--- config.mk ---
export PLATFORM = sky130hd
export DESIGN_NAME = back_forward_history_store
export DESIGN_NICKNAME = d
export VERILOG_FILES = /design/src/sv/bfhs_pkg.sv /design/src/sv/back_forward_history_store.sv /design/src/sv/bfhs_ram.sv /design/src/sv/bfhs_ctrl.sv /design/src/sv/bfhs_dp.sv
export SDC_FILE = /design/constraint.sdc
export NUM_CORES = 1
export LEC_CHECK = 0
export BUFFER_PORTS_ARGS = -buffer_cell sky130_fd_sc_hd__buf_2
export CAP_MARGIN = 20
export CORE_MARGIN = 3
export CORE_UTILIZATION = 25
export DETAILED_ROUTE_END_ITERATION = 8
export PLACE_DENSITY_LB_ADDON = 0.25
export SYNTH_ARGS = -nofsm -noshare
export SYNTH_HDL_FRONTEND = slang
export SYNTH_HIERARCHICAL = 1
export SYNTH_SLANG_ARGS = --single-unit
--- constraint.sdc ---
create_clock -name clk -period 7.6 [get_ports clk]
set_input_delay 0.38 -clock clk [delete_from_list [all_inputs] [get_ports clk]]
set_output_delay 0.38 -clock clk [all_outputs]
set_load 0.005 [all_outputs]
--- src/sv/bfhs_pkg.sv ---
// ---------------------------------------------------------------------------
// bfhs_pkg
// Shared constants, request codes and controller/datapath interface types
// for the back/forward history store.
// ---------------------------------------------------------------------------
package bfhs_pkg;

    // Default sizes handed to the top-level parameters
    localparam int DEPTH_DEF     = 16;
    localparam int KEY_WIDTH_DEF = 32;

    // Fixed field widths
    localparam int CAP_W   = 5;
    localparam int REQ_W   = 3;
    localparam int RIDX_W  = 4;
    localparam int CNT_W   = 4;
    localparam int ENTRY_W = 5;

    localparam logic [CAP_W-1:0] CAP_RESET = 5'd10;

    // Request codes
    localparam logic [REQ_W-1:0] REQ_ADD   = 3'd0;
    localparam logic [REQ_W-1:0] REQ_BACK  = 3'd1;
    localparam logic [REQ_W-1:0] REQ_FWD   = 3'd2;
    localparam logic [REQ_W-1:0] REQ_GOTO  = 3'd3;
    localparam logic [REQ_W-1:0] REQ_READ  = 3'd4;
    localparam logic [REQ_W-1:0] REQ_CLEAR = 3'd5;

    // Which position the single memory read port looks at
    typedef enum logic [2:0] {
        RD_IDX  = 3'd0,
        RD_SCAN = 3'd1,
        RD_BACK = 3'd2,
        RD_CUR  = 3'd3,
        RD_FWD  = 3'd4
    } rd_sel_t;

    // Which key register takes the memory read data
    typedef enum logic [2:0] {
        CAP_NONE = 3'd0,
        CAP_READ = 3'd1,
        CAP_BACK = 3'd2,
        CAP_CUR  = 3'd3,
        CAP_FWD  = 3'd4
    } cap_sel_t;

    // Controller to datapath commands
    typedef struct packed {
        logic     take;
        logic     apply;
        logic     scan_step;
        logic     goto_set;
        logic     load_out;
        rd_sel_t  rd_sel;
        cap_sel_t cap_sel;
    } ctrl_cmd_t;

    // Datapath to controller status
    typedef struct packed {
        logic is_goto;
        logic held_nz;
        logic scan_hit;
        logic scan_last;
        logic out_free;
    } ctrl_sts_t;

endpackage

--- src/sv/back_forward_history_store.sv ---
// ---------------------------------------------------------------------------
// back_forward_history_store
// Bounded back/forward navigation history of keys with a cursor, held in a
// circular memory; every request returns the cursor neighborhood and counts.
// ---------------------------------------------------------------------------
//  Channel  | Handshake           | Payload
//  ---------+---------------------+---------------------------------------------
//  cfg      | cfg_we              | cfg_data (capacity)
//  request  | in_valid / in_stall | req_type, item_key, read_index
//  result   | out_valid/out_stall | read_*, goto_found, current_*, back_*,
//           |                     | forward_*, back_count, forward_count,
//           |                     | entry_count
//
//  A request is not taken until the previous one has been published; goto
//  adds a read and a compare per entry scanned, up to the entries held.
//  The one read port of the key memory fetches the read-at, back, current
//  and forward entries one after another.
//  Reset clears the history and sets capacity to 10; the memory is not cleared.
//  A new request is taken while a result still waits in the output register;
//  a stalled result holds, and the next one waits behind it.
// ---------------------------------------------------------------------------
module back_forward_history_store #(
    parameter int DEPTH     = bfhs_pkg::DEPTH_DEF,
    parameter int KEY_WIDTH = bfhs_pkg::KEY_WIDTH_DEF
) (
    input  logic                          clk,
    input  logic                          rst_n,
    input  logic                          cfg_we,
    input  logic [bfhs_pkg::CAP_W-1:0]    cfg_data,
    input  logic                          in_valid,
    output logic                          in_stall,
    input  logic [bfhs_pkg::REQ_W-1:0]    req_type,
    input  logic [KEY_WIDTH-1:0]          item_key,
    input  logic [bfhs_pkg::RIDX_W-1:0]   read_index,
    output logic                          out_valid,
    input  logic                          out_stall,
    output logic                          read_valid,
    output logic [KEY_WIDTH-1:0]          read_key,
    output logic                          goto_found,
    output logic                          current_valid,
    output logic [KEY_WIDTH-1:0]          current_key,
    output logic                          back_valid,
    output logic [KEY_WIDTH-1:0]          back_key,
    output logic                          forward_valid,
    output logic [KEY_WIDTH-1:0]          forward_key,
    output logic [bfhs_pkg::CNT_W-1:0]    back_count,
    output logic [bfhs_pkg::CNT_W-1:0]    forward_count,
    output logic [bfhs_pkg::ENTRY_W-1:0]  entry_count
);
    import bfhs_pkg::*;

    ctrl_cmd_t cmd;
    ctrl_sts_t sts;

    // Sequencer
    bfhs_ctrl u_ctrl (
        .clk      (clk),
        .rst_n    (rst_n),
        .in_valid (in_valid),
        .in_stall (in_stall),
        .sts      (sts),
        .cmd      (cmd)
    );

    // History state and result register
    bfhs_dp #(
        .DEPTH     (DEPTH),
        .KEY_WIDTH (KEY_WIDTH)
    ) u_dp (
        .clk           (clk),
        .rst_n         (rst_n),
        .cfg_we        (cfg_we),
        .cfg_data      (cfg_data),
        .req_type      (req_type),
        .item_key      (item_key),
        .read_index    (read_index),
        .cmd           (cmd),
        .sts           (sts),
        .out_stall     (out_stall),
        .out_valid     (out_valid),
        .read_valid    (read_valid),
        .read_key      (read_key),
        .goto_found    (goto_found),
        .current_valid (current_valid),
        .current_key   (current_key),
        .back_valid    (back_valid),
        .back_key      (back_key),
        .forward_valid (forward_valid),
        .forward_key   (forward_key),
        .back_count    (back_count),
        .forward_count (forward_count),
        .entry_count   (entry_count)
    );

    // Never publish over a result that is still waiting
    assert property (@(posedge clk) disable iff (!rst_n)
        cmd.load_out |-> sts.out_free)
        else $error("result loaded while output register busy");

    // One request at a time: a transfer closes the input until it is done
    assert property (@(posedge clk) disable iff (!rst_n)
        (in_valid && !in_stall) |=> in_stall)
        else $error("second request taken while one is in flight");

    // Without a cursor there are no neighbors and no counts
    assert property (@(posedge clk) disable iff (!rst_n)
        (out_valid && !current_valid) |->
            (!back_valid && !forward_valid && back_count == '0 && forward_count == '0))
        else $error("neighbor reported without a cursor");

endmodule

--- src/sv/bfhs_ram.sv ---
// ---------------------------------------------------------------------------
// bfhs_ram
// Generic single-port-write, single-port-read RAM with registered read data.
// ---------------------------------------------------------------------------
module bfhs_ram #(
    parameter int WIDTH = 32,
    parameter int DEPTH = 16
) (
    input  logic                     clk,
    input  logic                     we,
    input  logic [$clog2(DEPTH)-1:0] waddr,
    input  logic [WIDTH-1:0]         wdata,
    input  logic [$clog2(DEPTH)-1:0] raddr,
    output logic [WIDTH-1:0]         rdata
);

    logic [WIDTH-1:0] mem [DEPTH];

    // Write and registered read
    always_ff @(posedge clk)
    begin
        if (we)
        begin
            mem[waddr] <= wdata;
        end
        rdata <= mem[raddr];
    end

endmodule

--- src/sv/bfhs_ctrl.sv ---
// ---------------------------------------------------------------------------
// bfhs_ctrl
// Sequencer for the history store: takes one request, applies it, runs the
// goto scan, reads the cursor neighborhood and publishes the result.
// ---------------------------------------------------------------------------
module bfhs_ctrl (
    input  logic                 clk,
    input  logic                 rst_n,
    input  logic                 in_valid,
    output logic                 in_stall,
    input  bfhs_pkg::ctrl_sts_t  sts,
    output bfhs_pkg::ctrl_cmd_t  cmd
);
    import bfhs_pkg::*;

    typedef enum logic [8:0] {
        S_IDLE     = 9'b0_0000_0001,
        S_EXEC     = 9'b0_0000_0010,
        S_SCAN_RD  = 9'b0_0000_0100,
        S_SCAN_CMP = 9'b0_0000_1000,
        S_NB_BACK  = 9'b0_0001_0000,
        S_NB_CUR   = 9'b0_0010_0000,
        S_NB_FWD   = 9'b0_0100_0000,
        S_NB_FIN   = 9'b0_1000_0000,
        S_PUB      = 9'b1_0000_0000
    } state_t;

    state_t state_reg;
    state_t state_next;

    // Ready only while waiting for a request
    assign in_stall = (state_reg != S_IDLE);

    // Next state and commands
    always_comb
    begin
        state_next    = state_reg;
        cmd.take      = 1'b0;
        cmd.apply     = 1'b0;
        cmd.scan_step = 1'b0;
        cmd.goto_set  = 1'b0;
        cmd.load_out  = 1'b0;
        cmd.rd_sel    = RD_IDX;
        cmd.cap_sel   = CAP_NONE;
        unique case (state_reg)
            S_IDLE:
            begin
                if (in_valid)
                begin
                    cmd.take   = 1'b1;
                    state_next = S_EXEC;
                end
            end
            S_EXEC:
            begin
                cmd.apply  = 1'b1;
                cmd.rd_sel = RD_IDX;
                if (sts.is_goto && sts.held_nz)
                begin
                    state_next = S_SCAN_RD;
                end
                else
                begin
                    state_next = S_NB_BACK;
                end
            end
            S_SCAN_RD:
            begin
                cmd.rd_sel = RD_SCAN;
                state_next = S_SCAN_CMP;
            end
            S_SCAN_CMP:
            begin
                if (sts.scan_hit)
                begin
                    cmd.goto_set = 1'b1;
                    state_next   = S_NB_BACK;
                end
                else if (sts.scan_last)
                begin
                    state_next = S_NB_BACK;
                end
                else
                begin
                    cmd.scan_step = 1'b1;
                    state_next    = S_SCAN_RD;
                end
            end
            S_NB_BACK:
            begin
                cmd.rd_sel  = RD_BACK;
                cmd.cap_sel = CAP_READ;
                state_next  = S_NB_CUR;
            end
            S_NB_CUR:
            begin
                cmd.rd_sel  = RD_CUR;
                cmd.cap_sel = CAP_BACK;
                state_next  = S_NB_FWD;
            end
            S_NB_FWD:
            begin
                cmd.rd_sel  = RD_FWD;
                cmd.cap_sel = CAP_CUR;
                state_next  = S_NB_FIN;
            end
            S_NB_FIN:
            begin
                cmd.cap_sel = CAP_FWD;
                state_next  = S_PUB;
            end
            S_PUB:
            begin
                // Hold until the output register is free
                if (sts.out_free)
                begin
                    cmd.load_out = 1'b1;
                    state_next   = S_IDLE;
                end
            end
            default:
            begin
                state_next = S_IDLE;
            end
        endcase
    end

    // State register
    always_ff @(posedge clk or negedge rst_n)
    begin
        if (!rst_n)
        begin
            state_reg <= S_IDLE;
        end
        else
        begin
            state_reg <= state_next;
        end
    end

endmodule

--- src/sv/bfhs_dp.sv ---
// ---------------------------------------------------------------------------
// bfhs_dp
// Datapath of the history store: circular key memory, oldest slot, count,
// cursor, goto scan index, neighborhood key capture and result register.
// ---------------------------------------------------------------------------
module bfhs_dp #(
    parameter int DEPTH     = bfhs_pkg::DEPTH_DEF,
    parameter int KEY_WIDTH = bfhs_pkg::KEY_WIDTH_DEF
) (
    input  logic                          clk,
    input  logic                          rst_n,
    input  logic                          cfg_we,
    input  logic [bfhs_pkg::CAP_W-1:0]    cfg_data,
    input  logic [bfhs_pkg::REQ_W-1:0]    req_type,
    input  logic [KEY_WIDTH-1:0]          item_key,
    input  logic [bfhs_pkg::RIDX_W-1:0]   read_index,
    input  bfhs_pkg::ctrl_cmd_t           cmd,
    output bfhs_pkg::ctrl_sts_t           sts,
    input  logic                          out_stall,
    output logic                          out_valid,
    output logic                          read_valid,
    output logic [KEY_WIDTH-1:0]          read_key,
    output logic                          goto_found,
    output logic                          current_valid,
    output logic [KEY_WIDTH-1:0]          current_key,
    output logic                          back_valid,
    output logic [KEY_WIDTH-1:0]          back_key,
    output logic                          forward_valid,
    output logic [KEY_WIDTH-1:0]          forward_key,
    output logic [bfhs_pkg::CNT_W-1:0]    back_count,
    output logic [bfhs_pkg::CNT_W-1:0]    forward_count,
    output logic [bfhs_pkg::ENTRY_W-1:0]  entry_count
);
    import bfhs_pkg::*;

    localparam int IW   = $clog2(DEPTH);
    localparam int IW1  = IW + 1;
    localparam int CW   = $clog2(DEPTH + 1);
    localparam int WW   = (CW > RIDX_W) ? CW : RIDX_W;
    localparam int CAPW = (CW > CAP_W) ? CW : CAP_W;

    localparam logic [IW1-1:0]  DEPTH_S   = IW1'(DEPTH);
    localparam logic [IW-1:0]   LAST_SLOT = IW'(DEPTH - 1);
    localparam logic [CAPW-1:0] DEPTH_C   = CAPW'(DEPTH);

    // Physical slot of a position counted from the oldest entry
    function automatic logic [IW-1:0] slot_of(input logic [IW-1:0] base,
                                              input logic [IW-1:0] pos);
        logic [IW1-1:0] sum;
        sum = {1'b0, base} + {1'b0, pos};
        if (sum >= DEPTH_S)
        begin
            sum = sum - DEPTH_S;
        end
        return sum[IW-1:0];
    endfunction

    // Control state
    logic [CAP_W-1:0]  cap_reg;
    logic [IW-1:0]     oldest_reg,  oldest_next;
    logic [CW-1:0]     held_reg,    held_next;
    logic [IW-1:0]     cursor_reg,  cursor_next;
    logic              present_reg, present_next;
    logic              found_reg,   found_next;
    logic [IW-1:0]     scan_reg,    scan_next;
    logic              out_valid_reg;

    // Latched request and captured keys
    logic [REQ_W-1:0]     req_reg;
    logic [KEY_WIDTH-1:0] key_reg;
    logic [RIDX_W-1:0]    ridx_reg;
    logic [KEY_WIDTH-1:0] rd_key_reg;
    logic [KEY_WIDTH-1:0] back_key_reg;
    logic [KEY_WIDTH-1:0] cur_key_reg;
    logic [KEY_WIDTH-1:0] fwd_key_reg;

    // Result register
    logic                 out_read_valid_reg;
    logic [KEY_WIDTH-1:0] out_read_key_reg;
    logic                 out_found_reg;
    logic                 out_cur_valid_reg;
    logic [KEY_WIDTH-1:0] out_cur_key_reg;
    logic                 out_back_valid_reg;
    logic [KEY_WIDTH-1:0] out_back_key_reg;
    logic                 out_fwd_valid_reg;
    logic [KEY_WIDTH-1:0] out_fwd_key_reg;
    logic [CNT_W-1:0]     out_back_cnt_reg;
    logic [CNT_W-1:0]     out_fwd_cnt_reg;
    logic [ENTRY_W-1:0]   out_entry_cnt_reg;

    // Memory port signals
    logic                 ram_we;
    logic [IW-1:0]        ram_waddr;
    logic [IW-1:0]        ram_raddr;
    logic [KEY_WIDTH-1:0] ram_rdata;

    // Add path
    logic [CAPW-1:0] cap_eff;
    logic [CW-1:0]   kept;
    logic            evict;
    logic [CW-1:0]   add_base;
    logic [IW-1:0]   oldest_inc;
    logic [IW-1:0]   add_oldest;

    // Neighborhood
    logic [CW-1:0] cursor_w;
    logic          cur_ok;
    logic          back_ok;
    logic          fwd_ok;
    logic          read_hit;
    logic          read_out_ok;
    logic [WW-1:0] ridx_w;

    // Cursor neighborhood and read-at hit
    assign cursor_w    = CW'(cursor_reg);
    assign cur_ok      = present_reg && (cursor_w < held_reg);
    assign back_ok     = cur_ok && (cursor_reg != '0);
    assign fwd_ok      = cur_ok && ((cursor_w + CW'(1)) < held_reg);
    assign ridx_w      = WW'(ridx_reg);
    assign read_hit    = ridx_w < WW'(held_reg);
    assign read_out_ok = (req_reg == REQ_READ) && read_hit;

    // Eviction decision and append slot
    always_comb
    begin
        cap_eff    = (CAPW'(cap_reg) > DEPTH_C) ? DEPTH_C : CAPW'(cap_reg);
        kept       = present_reg ? (cursor_w + CW'(1)) : held_reg;
        evict      = (CAPW'(kept) >= cap_eff) && (kept != '0) &&
                     (!present_reg || (cursor_reg != '0) || (cap_eff == CAPW'(1)));
        add_base   = evict ? (kept - CW'(1)) : kept;
        oldest_inc = (oldest_reg == LAST_SLOT) ? '0 : (oldest_reg + IW'(1));
        add_oldest = evict ? oldest_inc : oldest_reg;
    end

    assign ram_we    = cmd.apply && (req_reg == REQ_ADD) && (cap_eff != '0);
    assign ram_waddr = slot_of(add_oldest, IW'(add_base));

    // Select read position
    always_comb
    begin
        unique case (cmd.rd_sel)
            RD_IDX:  ram_raddr = slot_of(oldest_reg, read_hit ? IW'(ridx_w) : '0);
            RD_SCAN: ram_raddr = slot_of(oldest_reg, scan_reg);
            RD_BACK: ram_raddr = slot_of(oldest_reg, back_ok ? (cursor_reg - IW'(1)) : '0);
            RD_CUR:  ram_raddr = slot_of(oldest_reg, cur_ok ? cursor_reg : '0);
            RD_FWD:  ram_raddr = slot_of(oldest_reg, fwd_ok ? (cursor_reg + IW'(1)) : '0);
            default: ram_raddr = oldest_reg;
        endcase
    end

    bfhs_ram #(
        .WIDTH (KEY_WIDTH),
        .DEPTH (DEPTH)
    ) u_ram (
        .clk   (clk),
        .we    (ram_we),
        .waddr (ram_waddr),
        .wdata (key_reg),
        .raddr (ram_raddr),
        .rdata (ram_rdata)
    );

    // Apply the request to the history state
    always_comb
    begin
        oldest_next  = oldest_reg;
        held_next    = held_reg;
        cursor_next  = cursor_reg;
        present_next = present_reg;
        found_next   = found_reg;
        scan_next    = scan_reg;
        if (cmd.take)
        begin
            found_next = 1'b0;
        end
        if (cmd.apply)
        begin
            scan_next = '0;
            unique case (req_reg)
                REQ_ADD:
                begin
                    if (cap_eff != '0)
                    begin
                        oldest_next  = add_oldest;
                        held_next    = add_base + CW'(1);
                        cursor_next  = IW'(add_base);
                        present_next = 1'b1;
                    end
                end
                REQ_BACK:
                begin
                    if (present_reg && (cursor_reg != '0))
                    begin
                        cursor_next = cursor_reg - IW'(1);
                    end
                end
                REQ_FWD:
                begin
                    if (present_reg && ((cursor_w + CW'(1)) < held_reg))
                    begin
                        cursor_next = cursor_reg + IW'(1);
                    end
                end
                REQ_CLEAR:
                begin
                    oldest_next  = '0;
                    held_next    = '0;
                    cursor_next  = '0;
                    present_next = 1'b0;
                end
                default:
                begin
                end
            endcase
        end
        if (cmd.scan_step)
        begin
            scan_next = scan_reg + IW'(1);
        end
        if (cmd.goto_set)
        begin
            cursor_next  = scan_reg;
            present_next = 1'b1;
            found_next   = 1'b1;
        end
    end

    // Status toward the controller
    assign sts.is_goto   = (req_reg == REQ_GOTO);
    assign sts.held_nz   = (held_reg != '0);
    assign sts.scan_hit  = (ram_rdata == key_reg);
    assign sts.scan_last = ((CW'(scan_reg) + CW'(1)) >= held_reg);
    assign sts.out_free  = !out_valid_reg || !out_stall;

    // Control registers
    always_ff @(posedge clk or negedge rst_n)
    begin
        if (!rst_n)
        begin
            cap_reg       <= CAP_RESET;
            oldest_reg    <= '0;
            held_reg      <= '0;
            cursor_reg    <= '0;
            present_reg   <= 1'b0;
            found_reg     <= 1'b0;
            scan_reg      <= '0;
            out_valid_reg <= 1'b0;
        end
        else
        begin
            if (cfg_we)
            begin
                cap_reg <= cfg_data;
            end
            oldest_reg  <= oldest_next;
            held_reg    <= held_next;
            cursor_reg  <= cursor_next;
            present_reg <= present_next;
            found_reg   <= found_next;
            scan_reg    <= scan_next;
            // Set on publish, drop once the transfer completes
            if (cmd.load_out)
            begin
                out_valid_reg <= 1'b1;
            end
            else if (!out_stall)
            begin
                out_valid_reg <= 1'b0;
            end
        end
    end

    // Latch request fields on transfer
    always_ff @(posedge clk)
    begin
        if (cmd.take)
        begin
            req_reg  <= req_type;
            key_reg  <= item_key;
            ridx_reg <= read_index;
        end
    end

    // Capture memory read data
    always_ff @(posedge clk)
    begin
        case (cmd.cap_sel)
            CAP_READ: rd_key_reg   <= ram_rdata;
            CAP_BACK: back_key_reg <= ram_rdata;
            CAP_CUR:  cur_key_reg  <= ram_rdata;
            CAP_FWD:  fwd_key_reg  <= ram_rdata;
            default:
            begin
            end
        endcase
    end

    // Load the result register
    always_ff @(posedge clk)
    begin
        if (cmd.load_out)
        begin
            out_read_valid_reg <= read_out_ok;
            out_read_key_reg   <= read_out_ok ? rd_key_reg : '0;
            out_found_reg      <= found_reg;
            out_cur_valid_reg  <= cur_ok;
            out_cur_key_reg    <= cur_ok ? cur_key_reg : '0;
            out_back_valid_reg <= back_ok;
            out_back_key_reg   <= back_ok ? back_key_reg : '0;
            out_fwd_valid_reg  <= fwd_ok;
            out_fwd_key_reg    <= fwd_ok ? fwd_key_reg : '0;
            out_back_cnt_reg   <= cur_ok ? CNT_W'(cursor_reg) : '0;
            out_fwd_cnt_reg    <= cur_ok ? CNT_W'(held_reg - cursor_w - CW'(1)) : '0;
            out_entry_cnt_reg  <= ENTRY_W'(held_reg);
        end
    end

    assign out_valid     = out_valid_reg;
    assign read_valid    = out_read_valid_reg;
    assign read_key      = out_read_key_reg;
    assign goto_found    = out_found_reg;
    assign current_valid = out_cur_valid_reg;
    assign current_key   = out_cur_key_reg;
    assign back_valid    = out_back_valid_reg;
    assign back_key      = out_back_key_reg;
    assign forward_valid = out_fwd_valid_reg;
    assign forward_key   = out_fwd_key_reg;
    assign back_count    = out_back_cnt_reg;
    assign forward_count = out_fwd_cnt_reg;
    assign entry_count   = out_entry_cnt_reg;

endmodule

==> flow_summary.json <==
{
  "status": "finished clean",
  "ir_drop_uv": 270.5,
  "ioPinCount": 197,
  "yosys.area_share.simple_pct": 5.885,
  "synth.most_common_cell": "edfxtp_1",
  "endpoint_kind": "flip-flop",
  "synth_top_area_share_pct": 72.64,
  "clock_latency_ps": 690,
  "layout.nets": 2186,
  "clockRootBuffer": "clkbuf_16",
  "drive_gt1_share_pct": 26.65,
  "dp_hpwl_um": 52780,
  "ant_nets": 0,
  "fmax_ghz": 0.1564,
  "busiest_layer": "met2",
  "synth_mux_area_share_pct": 8.893,
  "yosys.area_share.xor_xnor_pct": 1.357,
  "synth_top_family_by_area": "multiplexers",
  "syn_area_per_cell_um2": 19.20,
  "drv_cap": 0,
  "cts_buffer_depth": 3,
  "hold_viol": 0,
  "synth_warnings": 6,
  "crit_arrival_ps": 6760,
  "core_um2": 134500,
  "grt_max_degree": 137,
  "fin_cells": 3949,
  "skew_ps": 50.04,
  "period_share_pct": 84.12,
  "gr-usage-all-layers_pct": 11.69,
  "dieArea_um2": 140900,
  "timing.max_slew.rel_slack_pct": 33.96,
  "cts_tree": "built",
  "p_leak_nw": 13.68,
  "synth_edf_count": 825,
  "cts_resized": 0,
  "synth_compound_gate_area_share_pct": 3.995,
  "placed_cells": 3720,
  "cts_setup_buffers": 0,
  "io_buffer_count": 196,
  "min_path_type": "in -> reg",
  "tns_ps": 0,
  "groute.layer.met1.usage_pct": 16.89,
  "fin_crit_ps": 6393,
  "numCtsBuffers": 93,
  "vias": 17297,
  "rsz0062_at_grt": "false",
  "clkTransAtPathRegs_ps": 60,
  "die_w_um": 375.3,
  "drt_pass1_iterations": 5,
  "path_class": "reg -> reg",
  "synthTopCellsByArea": "edfxtp_1 73%, mux4_2 8.5%, and2_1 2.4%, dfrtp_1 2.3%, dfxtp_1 1.9%",
  "syn_to_final_growth_pct": 21.25,
  "num-fill-cells": 13101,
  "synth-main-ff-cell": "edfxtp_1",
  "row_count": 134,
  "power_density_nw_per_um2": 347.9,
  "synthArstFlopShare_pct": 3.816,
  "avgViaCountPerCell": 4.380,
  "place.gp.congestion": 0.7989,
  "synthCells": 1776,
  "start_util_pct": 25.36,
  "startpoint": "u_dp/cursor_reg[0]",
  "synth_adder_area_share_pct": 1.497,
  "global_route.usage.met3_pct": 2.112,
  "setup_violations": 0,
  "cp-start-kind": "flip-flop",
  "drc": 0,
  "grt_pass1_vias": 17951,
  "critPathRequiredTime_ps": 7970,
  "drv_slew": 0,
  "fin_util_pct": 30.75,
  "drt_iter0_drc": 1349,
  "synth_area_leader_cell": "edfxtp_1",
  "die_h_um": 375.3,
  "synth_nets": 1864,
  "grt_use_met2_pct": 18.05,
  "yosysSeqAreaShare_pct": 77.03,
  "worst_pin_slew_ps": 990.6,
  "ys_types": 84,
  "grt_pass1_wl_um": 122900,
  "r2r-start": "u_dp/cursor_reg[0]",
  "syn_area_um2": 34100,
  "largest_reg_flops": 512,
  "cp_max_fo": 27,
  "routed_wl_um": 82860,
  "yosys-top-cells-count": "825 x edfxtp_1, 133 x and2_1, 128 x mux4_2, 66 x nand2_1, 64 x a22oi_1",
  "cts.sinks": 891,
  "antenna_found_initial": 6,
  "synth-seq-cells": 891,
  "grt_overflow": 0,
  "hp-start": "cfg_we",
  "routedWlPerCell_um": 20.98,
  "htree_num_levels": 3
}
-- metrics by stage --
stage | power [mW] | hold WS (ps) | worst slack [ps] | instance area, µm²
floorplan | 8.430 | 84.41 | 742.0 | 34100
global placement | 9.708 | 452.0 | 1326 | 37600
detailed placement | 9.762 | 451.5 | 1233 | 37600
CTS | 14.62 | 19.25 | 1193 | 41340
global route | 15.08 | 52.59 | 698.7 | 41340
finish | 14.39 | 71.64 | 1207 | 41350
-- critical path, stage by stage, from the launching register on --
cell	delay (ps)
dfrtp_1	550
ha_1	330
xor2_1	210
mux2i_1	490
inv_2	160
ha_1	330
nand2_1	50
o21ai_0	190
a31oi_1	200
a311oi_2	750
mux2_2	470
inv_1	90
ha_1	230
a21o_1	180
a21oi_1	180
xnor2_1	100
xnor2_1	300
nand3_1	350
nor3_2	570
buf_12	290
-- per-layer routing --
metal | vias to the layer above | wire length, µm
li1 | 7691 | -
met1 | 9067 | 39280
met2 | 447 | 37900
met3 | 92 | 4285
met4 | 0 | 1394
met5 | - | 0
-- layout make-up --
cell class / count / area [µm²] / share of cell area [%]
clock buffer: 121 / 2494 / 6.030
antenna: 5 / 12.51 / 0.03026
timing repair buffer: 300 / 1939 / 4.690
sequential: 891 / 26270 / 63.53
inverter: 34 / 127.6 / 0.3086
multi-input combinational: 778 / 7564 / 18.29
clock inverter: 52 / 733.2 / 1.773
tap: 1768 / 2212 / 5.350
-- cells by family after synthesis --
group | after synthesis
and+or+nand+nor | 359
xor gates and xnor gates | 52
adders and majority gates | 39
buffers and inverters | 107
DFF | 891
AOI/OAI and AO/OA | 187
muxes | 141
-- path summary, 6_finish.rpt --
kind,end,slack [ps],depth (start not counted)
worst max-delay path,u_dp/u_ram/mem[12][18],1210,19
max in group asynchronous,u_dp/held_reg[1],6710,2
min in group asynchronous,u_dp/cursor_reg[0],340,2
worst min register to register,u_dp/goto_found,460,0
worst max register to register,u_dp/u_ram/mem[12][18],1210,19
worst min-delay path,u_dp/cap_reg[3],70,2
-- where the power goes --
group / switching (mW) / total [mW] / internal [mW] / leakage (nW)
sequential: 0.405 / 6.27 / 5.86 / 8.13
combinational: 1.99 / 3.35 / 1.35 / 3.98
clock: 1.95 / 4.77 / 2.82 / 1.57
total: 4.35 / 14.4 / 10.0 / 13.7
-- layout by cell type (no fill, tap or decap), types with 6 or more instances in the layout --
cell type and n:
a31oi_1 8, dfxtp_1 32, ha_1 36, nand2b_1 16
and2_1 133, nand2_1 64, dfrtp_1 31, edfxtp_1 825
nor2_1 36, a22oi_1 64, nor4_1 10, inv_1 31
mux4_2 128, xor2_1 37, a21o_1 11, clkinv_2 13
nor2_4 13, mux2_2 7, nor2b_1 10, xnor2_1 14
buf_2 196, a21oi_1 25, a22o_1 8, nand3_1 11
nor3_2 6, dlygate4sd3_1 51, clkbuf_1 23, buf_4 49
nor3_1 12, bufinv_16 14, clkinv_1 11, clkbuf_16 94
o21ai_0 23
-- timing repair --
item                                   CTS  global route
hold buffers                            51             0
setup endpoints to repair                0             0
endpoints found under the hold margin   78             0
Power figures use the tool's default switching activity.
